## config.mk

```make
export PLATFORM = sky130hd
export DESIGN_NAME = gamepad_input_change_events
export DESIGN_NICKNAME = d
export VERILOG_FILES = /design/src/rtl/core/gice_pkg.sv /design/src/rtl/core/gamepad_input_change_events.sv /design/src/rtl/core/gice_ctrl.sv /design/src/rtl/core/gice_dp.sv
export SDC_FILE = /design/constraint.sdc
export NUM_CORES = 1
export LEC_CHECK = 0
export ABC_AREA = 1
export BUFFER_PORTS_ARGS = -buffer_cell sky130_fd_sc_hd__clkbuf_2
export CAP_MARGIN = 15
export CORE_UTILIZATION = 40
export CTS_CLUSTER_DIAMETER = 120
export CTS_CLUSTER_SIZE = 8
export DETAILED_ROUTE_END_ITERATION = 10
export PLACE_DENSITY_LB_ADDON = 0.05
export SLEW_MARGIN = 20
export SYNTH_ARGS = -nofsm -noshare
export SYNTH_HDL_FRONTEND = slang
export SYNTH_SLANG_ARGS = --single-unit
export TNS_END_PERCENT = 20
```

## constraint.sdc

```tcl
create_clock -name aclk -period 6.4 [get_ports aclk]
set_input_delay 0.32 -clock aclk [delete_from_list [all_inputs] [get_ports aclk]]
set_output_delay 0.32 -clock aclk [all_outputs]
set_load 0.05 [all_outputs]
```

## src/rtl/core/gice_pkg.sv

```systemverilog
package gice_pkg;

    // field widths
    localparam int BUTTON_W  = 39;
    localparam int ANGLE_W   = 16;
    localparam int AXIS_W    = 16;
    localparam int THR_W     = 16;
    localparam int HELD_W    = 17;
    localparam int IDX_W     = 6;
    localparam int CFG_IDX_W = 1;

    // control map
    localparam int NUM_BUTTONS  = 39;
    localparam int NUM_HAT      = 4;
    localparam int NUM_AXES     = 3;
    localparam int NUM_CONTROLS = 46;

    localparam logic [IDX_W-1:0] HAT_BASE     = 6'd39;
    localparam logic [IDX_W-1:0] AXIS_BASE    = 6'd43;
    localparam logic [IDX_W-1:0] LAST_CONTROL = 6'd45;
    localparam logic [IDX_W-1:0] NO_PRESS     = 6'd46;

    // hat directions in hundredths of degrees
    localparam logic [ANGLE_W-1:0] HAT_UP    = 16'd0;
    localparam logic [ANGLE_W-1:0] HAT_RIGHT = 16'd9000;
    localparam logic [ANGLE_W-1:0] HAT_DOWN  = 16'd18000;
    localparam logic [ANGLE_W-1:0] HAT_LEFT  = 16'd27000;

    // reset values
    localparam logic [THR_W-1:0]         ROTARY_THR_RESET = 16'd800;
    localparam logic [THR_W-1:0]         SLIDER_THR_RESET = 16'd500;
    localparam logic signed [HELD_W-1:0] HELD_RESET       = -17'sd2;

    // configuration register indexes
    typedef enum logic [CFG_IDX_W-1:0] {
        CFG_ROTARY_THR = 1'b0,
        CFG_SLIDER_THR = 1'b1
    } cfg_index_t;

    // controller states
    typedef enum logic [1:0] {
        ST_IDLE = 2'd0,
        ST_EVAL = 2'd1,
        ST_SCAN = 2'd2
    } state_t;

    // controller to datapath
    typedef struct packed {
        logic capture;
        logic evaluate;
        logic step;
        logic emit;
    } cmd_t;

    // datapath to controller
    typedef struct packed {
        logic any_event;
        logic hit;
        logic last;
        logic out_free;
    } stat_t;

endpackage

```

## src/rtl/core/gamepad_input_change_events.sv

```systemverilog
// Gamepad change detector: each accepted poll (39 buttons, hat angle, two rotary
// axes and a slider) is compared with the state held from earlier polls and
// produces one transaction per change on the m_ channel, in control order:
// buttons 0-38, hat up/right/down/left as controls 39-42, then the axes as
// 43-45 (press when an axis moves beyond its threshold, release on the next
// quiet poll). Each transaction carries the most recently pressed control
// (46 = none) and flags the final event of its poll. A poll is accepted, then
// evaluated, and then scanned one control per cycle up to the last control
// that has an event, holding on a control with an event while the event
// channel stalls; a poll with no changes returns to idle after evaluation. A
// new poll is accepted once the previous poll's last event sits in the output
// register. Thresholds (index 0 rotary, index 1 slider) may only be written
// while no poll is in progress.
module gamepad_input_change_events (
    input  logic                                aclk,
    input  logic                                aresetn,
    // configuration
    input  logic                                cfg_we,
    input  logic [gice_pkg::CFG_IDX_W-1:0]      cfg_index,
    input  logic [gice_pkg::THR_W-1:0]          cfg_wdata,
    // poll channel
    input  logic                                s_valid,
    output logic                                s_ready,
    input  logic [gice_pkg::BUTTON_W-1:0]       s_button_bits,
    input  logic [gice_pkg::ANGLE_W-1:0]        s_hat_angle,
    input  logic [gice_pkg::AXIS_W-1:0]         s_rotary_small,
    input  logic [gice_pkg::AXIS_W-1:0]         s_rotary_big,
    input  logic [gice_pkg::AXIS_W-1:0]         s_slider,
    // event channel
    output logic                                m_valid,
    input  logic                                m_ready,
    output logic [gice_pkg::IDX_W-1:0]          m_control_index,
    output logic                                m_pressed,
    output logic [gice_pkg::IDX_W-1:0]          m_last_pressed,
    output logic                                m_last_in_run
);

    gice_pkg::cmd_t  cmd;
    gice_pkg::stat_t stat;

    // sequencer
    gice_ctrl u_ctrl (
        .aclk    (aclk),
        .aresetn (aresetn),
        .s_valid (s_valid),
        .s_ready (s_ready),
        .stat    (stat),
        .cmd     (cmd)
    );

    // compare, state and output datapath
    gice_dp u_dp (
        .aclk            (aclk),
        .aresetn         (aresetn),
        .cfg_we          (cfg_we),
        .cfg_index       (cfg_index),
        .cfg_wdata       (cfg_wdata),
        .s_button_bits   (s_button_bits),
        .s_hat_angle     (s_hat_angle),
        .s_rotary_small  (s_rotary_small),
        .s_rotary_big    (s_rotary_big),
        .s_slider        (s_slider),
        .m_valid         (m_valid),
        .m_ready         (m_ready),
        .m_control_index (m_control_index),
        .m_pressed       (m_pressed),
        .m_last_pressed  (m_last_pressed),
        .m_last_in_run   (m_last_in_run),
        .cmd             (cmd),
        .stat            (stat)
    );

endmodule

```

## src/rtl/core/gice_ctrl.sv

```systemverilog
module gice_ctrl (
    input  logic              aclk,
    input  logic              aresetn,
    input  logic              s_valid,
    output logic              s_ready,
    input  gice_pkg::stat_t   stat,
    output gice_pkg::cmd_t    cmd
);

    gice_pkg::state_t state_reg;
    gice_pkg::state_t state_next;

    // state register
    always_ff @(posedge aclk) begin
        if (!aresetn) begin
            state_reg <= gice_pkg::ST_IDLE;
        end else begin
            state_reg <= state_next;
        end
    end

    // next state and commands
    always_comb begin
        state_next   = state_reg;
        s_ready      = 1'b0;
        cmd.capture  = 1'b0;
        cmd.evaluate = 1'b0;
        cmd.step     = 1'b0;
        cmd.emit     = 1'b0;
        unique case (state_reg)
            gice_pkg::ST_IDLE: begin
                // no poll is taken while reset is held
                s_ready = aresetn;
                if (s_valid && aresetn) begin
                    cmd.capture = 1'b1;
                    state_next  = gice_pkg::ST_EVAL;
                end
            end
            gice_pkg::ST_EVAL: begin
                cmd.evaluate = 1'b1;
                state_next   = stat.any_event ? gice_pkg::ST_SCAN : gice_pkg::ST_IDLE;
            end
            gice_pkg::ST_SCAN: begin
                if (stat.hit) begin
                    if (stat.out_free) begin
                        cmd.emit = 1'b1;
                        cmd.step = 1'b1;
                        if (stat.last) begin
                            state_next = gice_pkg::ST_IDLE;
                        end
                    end
                end else begin
                    cmd.step = 1'b1;
                end
            end
            default: begin
                state_next = gice_pkg::ST_IDLE;
            end
        endcase
    end

endmodule

```

## src/rtl/core/gice_dp.sv

```systemverilog
module gice_dp (
    input  logic                                aclk,
    input  logic                                aresetn,
    // configuration
    input  logic                                cfg_we,
    input  logic [gice_pkg::CFG_IDX_W-1:0]      cfg_index,
    input  logic [gice_pkg::THR_W-1:0]          cfg_wdata,
    // poll payload
    input  logic [gice_pkg::BUTTON_W-1:0]       s_button_bits,
    input  logic [gice_pkg::ANGLE_W-1:0]        s_hat_angle,
    input  logic [gice_pkg::AXIS_W-1:0]         s_rotary_small,
    input  logic [gice_pkg::AXIS_W-1:0]         s_rotary_big,
    input  logic [gice_pkg::AXIS_W-1:0]         s_slider,
    // event channel
    output logic                                m_valid,
    input  logic                                m_ready,
    output logic [gice_pkg::IDX_W-1:0]          m_control_index,
    output logic                                m_pressed,
    output logic [gice_pkg::IDX_W-1:0]          m_last_pressed,
    output logic                                m_last_in_run,
    // controller link
    input  gice_pkg::cmd_t                      cmd,
    output gice_pkg::stat_t                     stat
);

    localparam int NC = gice_pkg::NUM_CONTROLS;

    // configuration registers
    logic [gice_pkg::THR_W-1:0] rotary_thr_reg;
    logic [gice_pkg::THR_W-1:0] slider_thr_reg;

    // captured poll
    logic [gice_pkg::BUTTON_W-1:0] cap_buttons_reg;
    logic [gice_pkg::ANGLE_W-1:0]  cap_hat_reg;
    logic [gice_pkg::AXIS_W-1:0]   cap_axis_reg [gice_pkg::NUM_AXES];

    // tracked controller state
    logic [gice_pkg::BUTTON_W-1:0]        button_state_reg;
    logic signed [gice_pkg::HELD_W-1:0]   hat_last_reg;
    logic signed [gice_pkg::HELD_W-1:0]   axis_last_reg [gice_pkg::NUM_AXES];
    logic [gice_pkg::NUM_AXES-1:0]        axis_active_reg;
    logic [gice_pkg::IDX_W-1:0]           last_press_reg;

    // scan state
    logic [NC-1:0]              remaining_reg;
    logic [NC-1:0]              press_vec_reg;
    logic [gice_pkg::IDX_W-1:0] idx_reg;

    // output register
    logic                       m_valid_reg;
    logic [gice_pkg::IDX_W-1:0] m_control_reg;
    logic                       m_pressed_reg;
    logic [gice_pkg::IDX_W-1:0] m_last_pressed_reg;
    logic                       m_last_in_run_reg;

    // evaluation results
    logic [NC-1:0]                 event_vec;
    logic [NC-1:0]                 press_vec;
    logic                          hat_changed;
    logic [gice_pkg::NUM_HAT-1:0]  hat_dir;
    logic [gice_pkg::NUM_AXES-1:0] axis_moved;
    logic [NC-1:0]                 rem_after;
    logic                          cur_press;

    // reading more than thr away from the held value, exact signed compare
    function automatic logic moved_beyond(
        input logic signed [gice_pkg::HELD_W-1:0] held,
        input logic [gice_pkg::AXIS_W-1:0]        reading,
        input logic [gice_pkg::THR_W-1:0]         thr
    );
        logic signed [gice_pkg::HELD_W+1:0] h;
        logic signed [gice_pkg::HELD_W+1:0] hi;
        logic signed [gice_pkg::HELD_W+1:0] lo;
        h  = {{2{held[gice_pkg::HELD_W-1]}}, held};
        hi = $signed({3'b000, reading}) + $signed({3'b000, thr});
        lo = $signed({3'b000, reading}) - $signed({3'b000, thr});
        return (h > hi) || (h < lo);
    endfunction

    // configuration writes
    always_ff @(posedge aclk) begin
        if (!aresetn) begin
            rotary_thr_reg <= gice_pkg::ROTARY_THR_RESET;
            slider_thr_reg <= gice_pkg::SLIDER_THR_RESET;
        end else if (cfg_we) begin
            unique case (gice_pkg::cfg_index_t'(cfg_index))
                gice_pkg::CFG_ROTARY_THR: rotary_thr_reg <= cfg_wdata;
                gice_pkg::CFG_SLIDER_THR: slider_thr_reg <= cfg_wdata;
                default: ;
            endcase
        end
    end

    // poll capture
    always_ff @(posedge aclk) begin
        if (cmd.capture) begin
            cap_buttons_reg <= s_button_bits;
            cap_hat_reg     <= s_hat_angle;
            cap_axis_reg[0] <= s_rotary_small;
            cap_axis_reg[1] <= s_rotary_big;
            cap_axis_reg[2] <= s_slider;
        end
    end

    // hat decode and axis deadband checks
    always_comb begin
        hat_changed = hat_last_reg != $signed({1'b0, cap_hat_reg});
        hat_dir[0]  = cap_hat_reg == gice_pkg::HAT_UP;
        hat_dir[1]  = cap_hat_reg == gice_pkg::HAT_RIGHT;
        hat_dir[2]  = cap_hat_reg == gice_pkg::HAT_DOWN;
        hat_dir[3]  = cap_hat_reg == gice_pkg::HAT_LEFT;
        axis_moved[0] = moved_beyond(axis_last_reg[0], cap_axis_reg[0], rotary_thr_reg);
        axis_moved[1] = moved_beyond(axis_last_reg[1], cap_axis_reg[1], rotary_thr_reg);
        axis_moved[2] = moved_beyond(axis_last_reg[2], cap_axis_reg[2], slider_thr_reg);
    end

    // per-control event and press vectors
    for (genvar i = 0; i < gice_pkg::BUTTON_W; i++) begin : g_btn
        if (i < gice_pkg::NUM_BUTTONS) begin : g_used
            assign event_vec[i] = cap_buttons_reg[i] ^ button_state_reg[i];
            assign press_vec[i] = cap_buttons_reg[i];
        end else begin : g_unused
            assign event_vec[i] = 1'b0;
            assign press_vec[i] = 1'b0;
        end
    end
    for (genvar j = 0; j < gice_pkg::NUM_HAT; j++) begin : g_hat
        assign event_vec[int'(gice_pkg::HAT_BASE) + j] = hat_changed;
        assign press_vec[int'(gice_pkg::HAT_BASE) + j] = hat_dir[j];
    end
    for (genvar k = 0; k < gice_pkg::NUM_AXES; k++) begin : g_axis
        assign event_vec[int'(gice_pkg::AXIS_BASE) + k] = axis_moved[k] | axis_active_reg[k];
        assign press_vec[int'(gice_pkg::AXIS_BASE) + k] = axis_moved[k];
    end

    // state update on evaluation
    always_ff @(posedge aclk) begin
        if (!aresetn) begin
            button_state_reg <= '0;
            hat_last_reg     <= gice_pkg::HELD_RESET;
            for (int k = 0; k < gice_pkg::NUM_AXES; k++) begin
                axis_last_reg[k] <= gice_pkg::HELD_RESET;
            end
            axis_active_reg  <= '0;
        end else if (cmd.evaluate) begin
            button_state_reg <= cap_buttons_reg;
            hat_last_reg     <= $signed({1'b0, cap_hat_reg});
            for (int k = 0; k < gice_pkg::NUM_AXES; k++) begin
                if (axis_moved[k]) begin
                    axis_last_reg[k] <= $signed({1'b0, cap_axis_reg[k]});
                end
            end
            axis_active_reg  <= axis_moved;
        end
    end

    // scan position and pending events
    assign rem_after = remaining_reg & ~({{(NC-1){1'b0}}, 1'b1} << idx_reg);
    assign cur_press = press_vec_reg[idx_reg];

    always_ff @(posedge aclk) begin
        if (!aresetn) begin
            remaining_reg <= '0;
            idx_reg       <= '0;
        end else if (cmd.evaluate) begin
            remaining_reg <= event_vec;
            idx_reg       <= '0;
        end else if (cmd.step) begin
            remaining_reg <= rem_after;
            idx_reg       <= idx_reg + 1'b1;
        end
    end

    always_ff @(posedge aclk) begin
        if (cmd.evaluate) begin
            press_vec_reg <= press_vec;
        end
    end

    // last pressed control tracking
    always_ff @(posedge aclk) begin
        if (!aresetn) begin
            last_press_reg <= gice_pkg::NO_PRESS;
        end else if (cmd.emit && cur_press) begin
            last_press_reg <= idx_reg;
        end
    end

    // output register
    always_ff @(posedge aclk) begin
        if (!aresetn) begin
            m_valid_reg <= 1'b0;
        end else if (cmd.emit) begin
            m_valid_reg <= 1'b1;
        end else if (m_ready) begin
            m_valid_reg <= 1'b0;
        end
    end

    always_ff @(posedge aclk) begin
        if (cmd.emit) begin
            m_control_reg      <= idx_reg;
            m_pressed_reg      <= cur_press;
            m_last_pressed_reg <= cur_press ? idx_reg : last_press_reg;
            m_last_in_run_reg  <= rem_after == '0;
        end
    end

    assign m_valid         = m_valid_reg;
    assign m_control_index = m_control_reg;
    assign m_pressed       = m_pressed_reg;
    assign m_last_pressed  = m_last_pressed_reg;
    assign m_last_in_run   = m_last_in_run_reg;

    // status to controller
    assign stat.any_event = |event_vec;
    assign stat.hit       = remaining_reg[idx_reg];
    assign stat.last      = rem_after == '0;
    assign stat.out_free  = !m_valid_reg || m_ready;

`ifndef SYNTH
    // the run's final transaction leaves nothing pending
    a_last_clears: assert property (@(posedge aclk) disable iff (!aresetn)
        (cmd.emit && stat.last) |=> (remaining_reg == '0))
        else $error("events still pending after final transaction");

    // pending events never lie past the last control
    a_idx_range: assert property (@(posedge aclk) disable iff (!aresetn)
        (remaining_reg != '0) |-> (idx_reg <= gice_pkg::LAST_CONTROL))
        else $error("scan index beyond last control with events pending");

    // a press transaction reports itself as the last pressed control
    a_press_tracks: assert property (@(posedge aclk) disable iff (!aresetn)
        (m_valid_reg && m_pressed_reg) |-> (m_last_pressed_reg == m_control_reg))
        else $error("press transaction with stale last pressed control");

    // no new transaction overwrites one that has not been taken
    a_no_overwrite: assert property (@(posedge aclk) disable iff (!aresetn)
        (m_valid_reg && !m_ready) |-> !cmd.emit)
        else $error("output register overwritten while stalled");

    // tracked last press stays a valid code
    a_last_range: assert property (@(posedge aclk) disable iff (!aresetn)
        last_press_reg <= gice_pkg::NO_PRESS)
        else $error("last pressed control out of range");
`endif

endmodule

```

======== Word level (Yosys, flattened, before mapping) ========
Memory sizes are Yosys's and may differ from the RTL's.
Cells that the tools add are included.
storage, ports and cells
  register bits ........................... 267
  memory bits (writable) .................. 99
  input port bits ......................... 125
  word-level logic and storage cells ...... 151
  memories ................................ 2
cells by class
  $add $sub $neg .......................... 7
  $lt $le $gt $ge ......................... 7
  eq/ne operators ......................... 10
  shift operators ......................... 1
  multiplexer cells ....................... 41
  bitwise gates (word level) .............. 49
  reduce and logical (&&, ||, !) cells .... 17
memory list
  name                depth  bits a word  rd ports  clocked after memory_dff  write ports  line           RTL
  u_dp.axis_last_reg  3      17           3         0                         3            gice_dp.sv:40  logic signed [gice_pkg::HELD_W-1:0] axis_last_reg [gice_pkg::NUM_AXES];
  u_dp.cap_axis_reg   3      16           3         0                         3            gice_dp.sv:35  logic [gice_pkg::AXIS_W-1:0] cap_axis_reg [gice_pkg::NUM_AXES];
operators with widths
  kind                                                    count
  two-way mux 46 bit                                      2
  greater-than comparator 17 x 18 -> 1 bit                3
  adder 16 x 16 -> 17 bit                                 3
  < comparator 17 bit                                     3
  two-way mux 17 bit                                      3
  subtractor 16 x 16 -> 17 bit                            3
  bitwise AND 46 bit                                      1
  logical NOT 46 bit                                      1
  NOT 46 bit                                              1
  << shifter 1 x 6 -> 46 bit (first input constant)       1
  OR reduction 43 bit                                     1
  XOR 1 bit                                               39
  equality test 16 x 15 -> 1 bit (second input constant)  2
  two-way mux 1 bit                                       25
  != test 17 bit                                          1
  equality test 16 x 14 -> 1 bit (second input constant)  1
  logical NOT 16 bit                                      1
  two-way mux 2 bit                                       7
  binary-select mux 1 bit (select 6 bit)                  2
  < comparator 6 x 7 -> 1 bit (second input constant)     1
  adder 6 x 1 -> 6 bit (second input constant)            1
  two-way mux 6 bit                                       1
  != test 2 bit (second input constant)                   3
  OR 1 bit                                                6
  13 further kinds                                        20

======== Longest topological paths before layout ========
Gate-level depths: netlist of the first run.
An unclocked memory read counts as a cell.
  depth in word-level cells ............... 9
  depth in mapped cells ................... 29

======== Modules after synthesis ========
Synthesis of the first run repeated with hierarchy kept, for this count alone.
unflattened totals
  cell total of the unflattened synthesis .. 2,457
  area, all modules ....................... 21,406.8 um^2
modules (own cells, without submodules)
  module     times used  cells each  area an instance (um^2)  sequential area each (um^2)
  gice_dp    1           2,436       21,280.4                 9,429.0
  gice_ctrl  1           21          126.4                    40.0

======== Worst setup path before layout of the first run ========
No wires, ideal clock.
  kind .................................... input to register
  start ................................... input port aresetn
  end ..................................... memory u_dp.cap_axis_reg[0][0] (netlist name), enable pin
  library setup time ...................... 0.565 ns
  arrival ................................. 5.192 ns
  setup slack ............................. 0.643 ns
  stages on the path ...................... 4
  buffers on the path ..................... 2
  cells stage by stage .................... clkbuf_1 -> buf_1 -> nand2_1 -> nor2_1
RTL lines
  what             line                               RTL
  start, declared  gamepad_input_change_events.sv:16  input logic aresetn,
  end, declared    gice_dp.sv:35

==> flow_summary.toml, run 1 <==
[outcome]
outcome = "completed"

[timing]
setup_ws_ps = 1370
hold-worst-slack_ps = 37.7
min_period_ps = 5030
tightestPinTransition_ps = 1000
total_of_endpoints_with_negative_setup_slack_in_the_final_report = 0
hold_viol = 0
final.setup.tns_ps = 0
timing.slew.headroom_pct = 33.0
fmax_mhz = 199
drv_slew = 0
period_share_pct = 78.5
clock_skew_ps = 12.4
rsz0062_at_grt = "no"

[logic_synthesis]
netlist_area_mm2 = 0.0216
synth_top_cells_by_count = "531 x sky130_fd_sc_hd__nand2_1, 269 x sky130_fd_sc_hd__inv_1, 214 x sky130_fd_sc_hd__edfxtp_1"
yosysSeqAreaShare_pct = 43.8
synth-seq-cells = 366
ys.flop_type = "sky130_fd_sc_hd__edfxtp_1"
synth-async-reset-ratio_pct = 0
postSynthCellCount = 2541
synth.distinct_cells = 54
synth_fp_nets = 2870
synth_edf_count = 214
yosys-top-cells-area = "sky130_fd_sc_hd__edfxtp_1 30%, sky130_fd_sc_hd__dfxtp_1 14%, sky130_fd_sc_hd__ha_1 11%, sky130_fd_sc_hd__nand2_1 9.2%, sky130_fd_sc_hd__inv_1 4.7%"
netlist.area_leader.share_pct = 29.7
post-synth-top-area-cell = "sky130_fd_sc_hd__edfxtp_1"
post-synth-top-count-cell = "sky130_fd_sc_hd__nand2_1"
synthesis.area_per_instance_um2 = 8.51
number_of_synthesis_warnings = 0

[routing]
remaining_drc_errors = 0
residual_antenna_violating_net_count_after_detailed_routing = 0
route.final.wire_length_mm = 64.5
routed-via-count = 18000
average_wire_per_standard_cell_um = 18.5
vias_per_cell = 5.16
detailedRoute.firstPassIterationCount = 5
drt_iter0_markers = 1488

[floorplan]
dieWidth_um = 235
initial_core_util_pct = 40.8
rows = 84
die_h_um = 235
total_i_o_pin_count = 141
core_area_mm2 = 0.0530
design.die.area_mm2 = 0.0550

[setup_path]
crit-reg2reg-launch = "u_dp.cap_axis_reg[0][0]$_DFFE_PP_"
critPathRequiredTime_ps = 6720
worstSetupEndpointType = "flop"
reg2regPathDepth = 25
crit_fanout = 49
regToRegEndpoint = "u_dp.axis_last_reg[0][29]$_SDFFCE_PP1P_"
worstSetupStartpointType = "flop"
rrSetupSlack_ps = 1370
cp.arrival_ps = 5340
critPathKind = "reg -> reg"

[power_and_ir_drop]
seqPwrFrac_pct = 38.8
combPwrFrac_pct = 25.8
p_leak_nw = 11.0
power_frac_clock_pct = 35.4
switchingPower_w = 0.00247
switching_share_pct = 33.5
ir_drop_mv = 0.207
cellPowerDensity_mw_per_mm2 = 290
internal_power_w = 0.00490

[flow_run]
cap_violations = 0

[clock_tree]
cts_buffer_count = 51
clock_tree_from_tritoncts = "done"
h-tree-depth = 2
ctsRootBufferMaster = "sky130_fd_sc_hd__clkbuf_16"
cts.clk_slew.worst_paths_ps = 60
clock-sinks = 366
clock_path_buffers = 3
worst_skew_pair.late_latency_ps = 610

[global_routing]
antenna_violations_before_repair = 1
grt_pass1_vias = 17300
grt_util_all_layers_pct = 23.6
grt_remaining_overflow = 0
grt_pass1_wl_mm = 99.4
grt_start_max_net_pins = 71

[placed_design]
placement.io_buffers = 140
place_worst_setup_slack_ps = 1380
dp_hpwl_mm = 45.9
dp_cells = 3281
gpl.final_weighted_congestion = 0.911

[final_layout]
finalNonFillerCells = 3481
number_of_flip_flops_under_the_largest_register_name = 51
antenna-diode-count = 0
final_nets = 3082
final_layout_size_suffix_gt1_share_pct = 8.56
flow.area_growth_from_synthesis_pct = 17.5
layout.core_utilization_pct = 48.0

[worst_hold_path]
worst_hold_path.num_cells = 3
kind_of_path_behind_the_tightest_hold_check = "in -> reg"
worstHoldEndpoint = "u_dp.rotary_thr_reg[9]$_SDFFE_PN1P_"
holdCritStartpoint = "cfg_wdata[9]"
## area by class of cell
class / instances / area (µm²)
Timing Repair Buffer: 260 / 1890
Clock inverter: 3 / 76.3
Inverter: 282 / 1060
Multi-Input combinational cell: 1792 / 10600
Tap cell: 688 / 861
Clock buffer: 90 / 1430
Sequential cell: 366 / 9470
Fill cell: 5126 / 27600
## critical path: stages, from the launching register on
cell	delay [ps]
sky130_fd_sc_hd__edfxtp_1	380
sky130_fd_sc_hd__inv_1	60
sky130_fd_sc_hd__ha_1	220
sky130_fd_sc_hd__fa_1	410
sky130_fd_sc_hd__inv_1	70
sky130_fd_sc_hd__a31oi_1	140
sky130_fd_sc_hd__o21ai_0	370
sky130_fd_sc_hd__a31oi_1	210
sky130_fd_sc_hd__o21ai_0	350
sky130_fd_sc_hd__nand2_1	130
sky130_fd_sc_hd__nand2_1	100
sky130_fd_sc_hd__nand2_1	50
sky130_fd_sc_hd__nand2_1	60
sky130_fd_sc_hd__ha_1	210
sky130_fd_sc_hd__nand2_1	70
sky130_fd_sc_hd__inv_1	60
sky130_fd_sc_hd__nand3_1	130
sky130_fd_sc_hd__nor2_1	220
sky130_fd_sc_hd__nand4_1	230
sky130_fd_sc_hd__nand3_1	150
sky130_fd_sc_hd__nand2_1	50
sky130_fd_sc_hd__nand3_1	170
sky130_fd_sc_hd__nand2_1	110
sky130_fd_sc_hd__nand3_2	80
sky130_fd_sc_hd__buf_4	550
sky130_fd_sc_hd__nand2_1	130
## logic make-up after synthesis
family          share of synthesized area, %
mux                                    0.278
simple gates                            18.2
fa+ha+maj                               12.0
xor+xnor                                5.10
buf+inv                                 7.20
compound gates                          13.5
flops                                   43.8
## metrics by stage
step                total power (W)  cell area, µm²
floorplan                   0.00420           21600
global placement            0.00472           22800
detailed placement          0.00474           22800
CTS                         0.00742           25400
global route                0.00780           25400
finish                      0.00736           25400
## layout by cell type (no fill, tap or decap), drive strengths merged, types with 18 or more instances in the layout
master,netlist,routed
a21oi,195,195
dfxtp,152,152
a22o,39,39
ha,198,198
nand3,151,151
nor2,207,207
o21ai,178,178
inv,279,279
nand2,536,536
edfxtp,214,214
nor3,18,18
xor2,108,108
clkbuf,44,230
dlygate4sd3,0,106
xnor2,18,18
nand4,19,19
## repair_timing
| item | in CTS | in global routing |
|---|---|---|
| hold buffers | 106 | 0 |
| gates resized for setup | 0 | 0 |
| setup buffers | 0 | 0 |
| endpoints found under the hold margin | 106 | 0 |
## power by group through the flow
| stage | sequential [W] | clock, W | combinational, W |
|---|---|---|---|
| after global routing | 0.00288 | 0.00277 | 0.00215 |
| after floorplan | 0.00287 | 0 | 0.00132 |
| after CTS | 0.00286 | 0.00267 | 0.00189 |
| after detailed placement | 0.00291 | 0 | 0.00183 |
| final | 0.00286 | 0.00261 | 0.00190 |
| after global placement | 0.00290 | 0 | 0.00181 |
## per-layer routing
| metal | global-route usage, % | wire length, µm | part of all wire (%) |
|---|---|---|---|
| met1 | 34.6 | 31800 | 49 |
| met2 | 36.2 | 27700 | 43 |
| met3 | 3.28 | 3410 | 5.3 |
| met4 | 6.37 | 1610 | 2.5 |
| met5 | 0 | 0 | 0 |
## worst max-delay path by stage
stage | start | end | slack (ps) | cells after the start
floorplan | aresetn | u_dp.cap_axis_reg[0][0]$_DFFE_PP_ | 640 | 4
global placement | u_dp.cap_axis_reg[0][0]$_DFFE_PP_ | u_dp.axis_last_reg[0][0]$_SDFFCE_PP0P_ | 1460 | 23
detailed placement | u_dp.rotary_thr_reg[0]$_SDFFE_PN0P_ | u_dp.axis_last_reg[0][29]$_SDFFCE_PP1P_ | 1380 | 24
CTS | u_dp.cap_axis_reg[0][0]$_DFFE_PP_ | u_dp.axis_last_reg[0][29]$_SDFFCE_PP1P_ | 1370 | 25
global route | u_dp.rotary_thr_reg[0]$_SDFFE_PN0P_ | u_dp.axis_last_reg[0][37]$_SDFFCE_PP1P_ | 820 | 24
finish | u_dp.cap_axis_reg[0][0]$_DFFE_PP_ | u_dp.axis_last_reg[0][29]$_SDFFCE_PP1P_ | 1370 | 25
No activity file was read; power rests on OpenSTA's default activity.
==> run 2: changes to the inputs <==
==> constraint.sdc (replaced) <==
create_clock -name aclk -period 4.8 [get_ports aclk]
set_input_delay 0.24 -clock aclk [delete_from_list [all_inputs] [get_ports aclk]]
set_output_delay 0.24 -clock aclk [all_outputs]
set_load 0.05 [all_outputs]
==> flow_summary.toml, run 2 (synthesis results as in run 1) <==
[setup_path]
crit-reg2reg-launch = "u_dp.cap_axis_reg[0][2]$_DFFE_PP_"
critPathMaxStageDelay_ps = 450
worstSetupEndpointType = "flop"
crit_path_cell_trace = "ha_2 -> nand3b_1 -> nand2_1 -> nand2_1 -> nand3_1 -> nand2_1 -> o21ai_1 -> a21oi_1 -> nor2_1 -> nor2_1 -> xor2_1 -> ha_1 -> nand2_1 -> inv_1 -> nand3_1 -> nor2_1 -> nand4_1 -> nand3_1 -> nand2_1 -> nand3_1 -> nand2_1 -> nand3_2 -> buf_12 -> nand2_1"
rrSetupSlack_ps = 360
cp_slowest_cell = "sky130_fd_sc_hd__edfxtp_1"
critPathKind = "reg -> reg"
worst_path_bufs_invs = 2
worstSetupStartpointType = "flop"
critPathRequiredTime_ps = 5130
crit_fanout = 49
cp_common_cell = "sky130_fd_sc_hd__nand2_1"
regToRegEndpoint = "u_dp.axis_last_reg[0][27]$_SDFFCE_PP1P_"
cp.arrival_ps = 4770
worst_path_dominant_cell_family = "simple AND/OR/NAND/NOR gates"
reg2regPathDepth = 24

[global_routing]
grt_util_all_layers_pct = 23.7
grt_remaining_overflow = 0
grt_start_max_net_pins = 69
grt_pass1_vias = 17500
grt_pass1_wl_mm = 100
antenna_violations_before_repair = 2

[floorplan]
core_area_mm2 = 0.0530
total_i_o_pin_count = 141
rows = 84
initial_core_util_pct = 40.8
design.die.area_mm2 = 0.0550
dieWidth_um = 235
die_h_um = 235

[worst_hold_path]
worst_hold_path.num_cells = 3
worstHoldEndpoint = "u_dp.rotary_thr_reg[12]$_SDFFE_PN0P_"
holdCritStartpoint = "cfg_wdata[12]"
kind_of_path_behind_the_tightest_hold_check = "in -> reg"

[power_and_ir_drop]
ir_drop_mv = 0.262
p_leak_nw = 11.1
cellPowerDensity_mw_per_mm2 = 385

[final_layout]
final.fill_count = 5212
multi_input_area_mm2 = 0.0107
final_nets = 3100
layout.cells.most_common = "sky130_fd_sc_hd__nand2_1"
number_of_flip_flops_under_the_largest_register_name = 51
flow.area_growth_from_synthesis_pct = 18.5
regArea_mm2 = 0.00947
antenna-diode-count = 0
final_layout_size_suffix_gt1_share_pct = 9.03
layout_common_cells = "531 x sky130_fd_sc_hd__nand2_1, 269 x sky130_fd_sc_hd__inv_1, 214 x sky130_fd_sc_hd__edfxtp_1, 198 x sky130_fd_sc_hd__nor2_1, 197 x sky130_fd_sc_hd__ha_1"
layout.core_utilization_pct = 48.4

[timing]
tightestPinTransition_ps = 975
hold_viol = 0
fmax_mhz = 225
rsz0062_at_grt = "no"
final.setup.tns_ps = 0
period_share_pct = 92.5
timing.slew.headroom_pct = 34.8
total_of_endpoints_with_negative_setup_slack_in_the_final_report = 0
min_period_ps = 4440
drv_slew = 0
clock_skew_ps = 41.2

[clock_tree]
clock-sinks = 366
ctsRootBufferMaster = "sky130_fd_sc_hd__clkbuf_16"
cts_buffer_count = 51
cts.clk_slew.worst_paths_ps = 60
clock_tree_from_tritoncts = "done"
worst_skew_pair.late_latency_ps = 620
clock_path_buffers = 3
h-tree-depth = 2

[routing]
wl_met1_mm = 31.9
route.final.wire_length_mm = 65.5
drt_iter0_markers = 1430
remaining_drc_errors = 0
met2_wirelength_mm = 28.5
detailedRoute.firstPassIterationCount = 5
routed-via-count = 18200
average_wire_per_standard_cell_um = 18.7
dr.max_layer_used = "met5"
residual_antenna_violating_net_count_after_detailed_routing = 0
vias_per_cell = 5.19
met3_wirelength_mm = 3.63

[placed_design]
dp_hpwl_mm = 46.9
gpl.final_weighted_congestion = 0.912
placement.io_buffers = 140

[outcome]
outcome = "completed"

[flow_run]
cap_violations = 0
[run 2: changes by cell type in the layout (fill, tap and decap cells not counted), sizes merged]
cell,change
buf,+10
clkbuf,+3
dlygate4sd3,+8
[run 2: tightest hold or removal path: stages]
cell	delay, ps
sky130_fd_sc_hd__clkbuf_2	130
sky130_fd_sc_hd__o21ai_0	120
sky130_fd_sc_hd__a21oi_1	120
[run 2: power breakdown]
group	internal, W	total (W)	switching [W]
Combinational	0.000919	0.00258	0.00166
Clock	0.00203	0.00347	0.00144
Sequential	0.00363	0.00382	0.000193
Total	0.00658	0.00987	0.00330
[run 2: worst max path at each step]
stage	start	endpoint	slack (ps)	cells after the start
finish	u_dp.cap_axis_reg[0][2]$_DFFE_PP_	u_dp.axis_last_reg[0][27]$_SDFFCE_PP1P_	360	24
global route	u_dp.rotary_thr_reg[3]$_SDFFE_PN0P_	u_dp.axis_last_reg[0][22]$_SDFFCE_PP1P_	30	25
CTS	u_dp.cap_axis_reg[0][0]$_DFFE_PP_	u_dp.axis_last_reg[0][22]$_SDFFCE_PP1P_	70	25
detailed placement	u_dp.cap_axis_reg[0][0]$_DFFE_PP_	u_dp.axis_last_reg[0][37]$_SDFFCE_PP1P_	140	25
global placement	u_dp.cap_axis_reg[0][0]$_DFFE_PP_	u_dp.axis_last_reg[0][28]$_SDFFCE_PP1P_	200	25
floorplan	aresetn	u_dp.cap_axis_reg[0][0]$_DFFE_PP_	840	4
[run 2: repair_timing]
| action | CTS | global route |
|---|---|---|
| endpoints found under the hold margin | 116 | 0 |
| gates resized for setup | 0 | 15 |
| hold buffers | 114 | 0 |
| buffers inserted | 0 | 0 |
| endpoints found under the setup margin | 0 | 85 |
[run 2: area by class of cell]
cell class / count / share of cell area, %
tap: 688 / 3.36
timing repair buffer: 278 / 8.03
clock buffer: 93 / 5.63
multi-input combinational: 1792 / 41.5
sequential: 366 / 36.9
clock inverter: 3 / 0.351
inverter: 282 / 4.13
[run 2: metal layers]
layer,vias to the layer above,global-route usage [%]
li1,9025,-
met3,83,3.45
met2,515,36.3
met1,8564,34.9
met5,-,0
met4,2,6.05
[run 2: per-stage QoR]
step	total power, W	worst slack (ps)	cell area (µm²)	instances	hold slack, ps
after detailed placement	0.00637	140	22900	3292	419
after global placement	0.00633	203	22900	3292	417
final	0.00987	359	25600	3502	50.5
after floorplan	0.00559	844	21600	2541	339
after CTS	0.00995	65.4	25600	3502	8.41
after global routing	0.0105	25.7	25600	3502	18.1
==> run 3: changes to the inputs <==
--- a/config.mk
+++ b/config.mk
@@ -13,7 +13,7 @@
 export CTS_CLUSTER_SIZE = 8
 export DETAILED_ROUTE_END_ITERATION = 10
 export PLACE_DENSITY_LB_ADDON = 0.05
-export SLEW_MARGIN = 20
+export SLEW_MARGIN = 5
 export SYNTH_ARGS = -nofsm -noshare
 export SYNTH_HDL_FRONTEND = slang
 export SYNTH_SLANG_ARGS = --single-unit
==> constraint.sdc (replaced) <==
create_clock -name aclk -period 4.8 [get_ports aclk]
set_input_delay 0.48 -clock aclk [delete_from_list [all_inputs] [get_ports aclk]]
set_output_delay 0.48 -clock aclk [all_outputs]
set_load 0.05 [all_outputs]
==> flow_summary.toml, run 3 (synthesis results as in run 1) <==
[placed_design]
place_worst_setup_slack_ps = 247
dp_hpwl_mm = 46.8
placement.cell_area_mm2 = 0.0230
gpl.final_weighted_congestion = 0.933
placement.io_buffers = 140

[power_and_ir_drop]
cellPowerDensity_mw_per_mm2 = 399
internal_power_w = 0.00651
seqPwrFrac_pct = 39.1
p_leak_nw = 10.7
switching_share_pct = 33.5
switchingPower_w = 0.00327
power_frac_clock_pct = 35.4
ir_drop_mv = 0.268
combPwrFrac_pct = 25.6

[floorplan]
total_i_o_pin_count = 141
core_area_mm2 = 0.0530
design.die.area_mm2 = 0.0550
die_h_um = 235
dieWidth_um = 235
initial_core_util_pct = 40.8
rows = 84

[routing]
residual_antenna_violating_net_count_after_detailed_routing = 0
detailedRoute.firstPassIterationCount = 5
route.final.wire_length_mm = 63.7
average_wire_per_standard_cell_um = 18.8
vias_per_cell = 5.23
routed-via-count = 17700
drt_iter0_markers = 1401
remaining_drc_errors = 0

[worst_hold_path]
worstHoldEndpoint = "u_dp.cap_hat_reg[1]$_DFFE_PP_"
holdCritStartpoint = "s_hat_angle[1]"
worst_hold_path.num_cells = 1
kind_of_path_behind_the_tightest_hold_check = "in -> reg"

[final_layout]
number_of_flip_flops_under_the_largest_register_name = 51
layout.cells.most_common = "sky130_fd_sc_hd__nand2_1"
final_layout_size_suffix_gt1_share_pct = 9.45
flow.area_growth_from_synthesis_pct = 13.3
final.fill_count = 5248
antenna-diode-count = 0
final_nets = 2987
layout_common_cells = "531 x sky130_fd_sc_hd__nand2_1, 269 x sky130_fd_sc_hd__inv_1, 214 x sky130_fd_sc_hd__edfxtp_1, 198 x sky130_fd_sc_hd__nor2_1, 197 x sky130_fd_sc_hd__ha_1"
finish.instance_area_mm2 = 0.0245

[setup_path]
regToRegEndpoint = "u_dp.axis_last_reg[0][20]$_SDFFCE_PP1P_"
worstSetupEndpointType = "flop"
cp.arrival_ps = 4740
worst_path_bufs_invs = 2
cp_slowest_cell = "sky130_fd_sc_hd__edfxtp_1"
worst_path_dominant_cell_family = "simple AND/OR/NAND/NOR gates"
critPathMaxStageDelay_ps = 440
crit_path_cell_trace = "ha_1 -> nand2_1 -> nand2_1 -> a31oi_2 -> o21ai_1 -> a31oi_1 -> o21ai_1 -> nand2_1 -> nand2_1 -> nand2_1 -> nand2_1 -> ha_1 -> nand2_1 -> inv_1 -> nand3_1 -> nor2_1 -> nand4_1 -> nand3_1 -> nand2_1 -> nand3_1 -> nand2_1 -> nand3_2 -> buf_12 -> nand2_1"
cp_common_cell = "sky130_fd_sc_hd__nand2_1"
reg2regPathDepth = 24
critPathRequiredTime_ps = 5130
rrSetupSlack_ps = 390
critPathKind = "reg -> reg"
crit_fanout = 49
crit-reg2reg-launch = "u_dp.cap_axis_reg[0][3]$_DFFE_PP_"
worstSetupStartpointType = "flop"

[timing]
rsz0062_at_grt = "yes"
final.setup.tns_ps = 0
hold-worst-slack_ps = 38.2
period_share_pct = 91.8
min_period_ps = 4410
timing.slew.headroom_pct = 37.8
total_of_endpoints_with_negative_setup_slack_in_the_final_report = 0
drv_slew = 0
tightestPinTransition_ps = 929
fmax_mhz = 227
hold_viol = 0
clock_skew_ps = 22.1
setup_ws_ps = 393

[clock_tree]
clock_path_buffers = 3
clock-sinks = 366
worst_skew_pair.late_latency_ps = 620
ctsRootBufferMaster = "sky130_fd_sc_hd__clkbuf_16"
h-tree-depth = 2
clock_tree_from_tritoncts = "done"
cts.hold.buffers_added = 0
cts_buffer_count = 51
cts.clk_slew.worst_paths_ps = 50

[global_routing]
grt_pass1_wl_mm = 98.4
grt_remaining_overflow = 0
grt_pass1_vias = 17200
grt_start_max_net_pins = 71
grt_util_all_layers_pct = 23.4
antenna_violations_before_repair = 1

[flow_run]
cap_violations = 0

[outcome]
outcome = "completed"
## run 3: metal layers
layer	global-route usage [%]	wire length, µm
met1	34.3	31200
met2	35.1	26800
met3	3.97	3990
met4	6.69	1630
met5	0	13
## run 3: worst max path at each step
stage                                         from                                      end  slack (ps)  cells past startpoint
2_1_floorplan                              aresetn        u_dp.cap_axis_reg[0][0]$_DFFE_PP_         600                      4
3_3_place_gp     u_dp.cap_axis_reg[0][0]$_DFFE_PP_  u_dp.axis_last_reg[0][21]$_SDFFCE_PP1P_         250                     25
3_5_place_dp     u_dp.cap_axis_reg[0][3]$_DFFE_PP_  u_dp.axis_last_reg[0][20]$_SDFFCE_PP1P_         250                     24
4_1_cts          u_dp.cap_axis_reg[0][0]$_DFFE_PP_  u_dp.axis_last_reg[0][20]$_SDFFCE_PP1P_         190                     25
5_1_grt        u_dp.rotary_thr_reg[3]$_SDFFE_PN0P_  u_dp.axis_last_reg[0][22]$_SDFFCE_PP1P_          -5                     25
6_report         u_dp.cap_axis_reg[0][3]$_DFFE_PP_  u_dp.axis_last_reg[0][20]$_SDFFCE_PP1P_         390                     24
## run 3: timing repair
action | CTS | global route
setup endpoints to repair | 0 | 85
gates resized for setup | 0 | 14
setup buffers | 0 | 0
## run 3: final cells by class
class,instances,area (µm²),share of cell area [%]
repair buffers,165,938,3.83
multi-input cells,1792,10700,43.5
clock inverters,3,90.1,0.368
inverters,282,1060,4.32
flip-flops and latches,366,9470,38.7
well taps,688,861,3.51
clock buffers,90,1430,5.85
## run 3: metrics by stage
stage	util (%)	instances	total power, W
finish	46.3	3386	0.00978
floorplan	-	2541	0.00559
global route	46.3	3386	0.0104
CTS	46.2	3386	0.00988
global placement	43.3	3293	0.00634
detailed placement	43.3	3293	0.00637
## run 3: power by group through the flow
stage,registers (W),clock network (W),logic [W]
after floorplan,0.00382,0,0.00176
after global placement,0.00388,0,0.00246
after detailed placement,0.00388,0,0.00248
after CTS,0.00382,0.00356,0.00250
after global routing,0.00385,0.00367,0.00284
final,0.00382,0.00346,0.00250
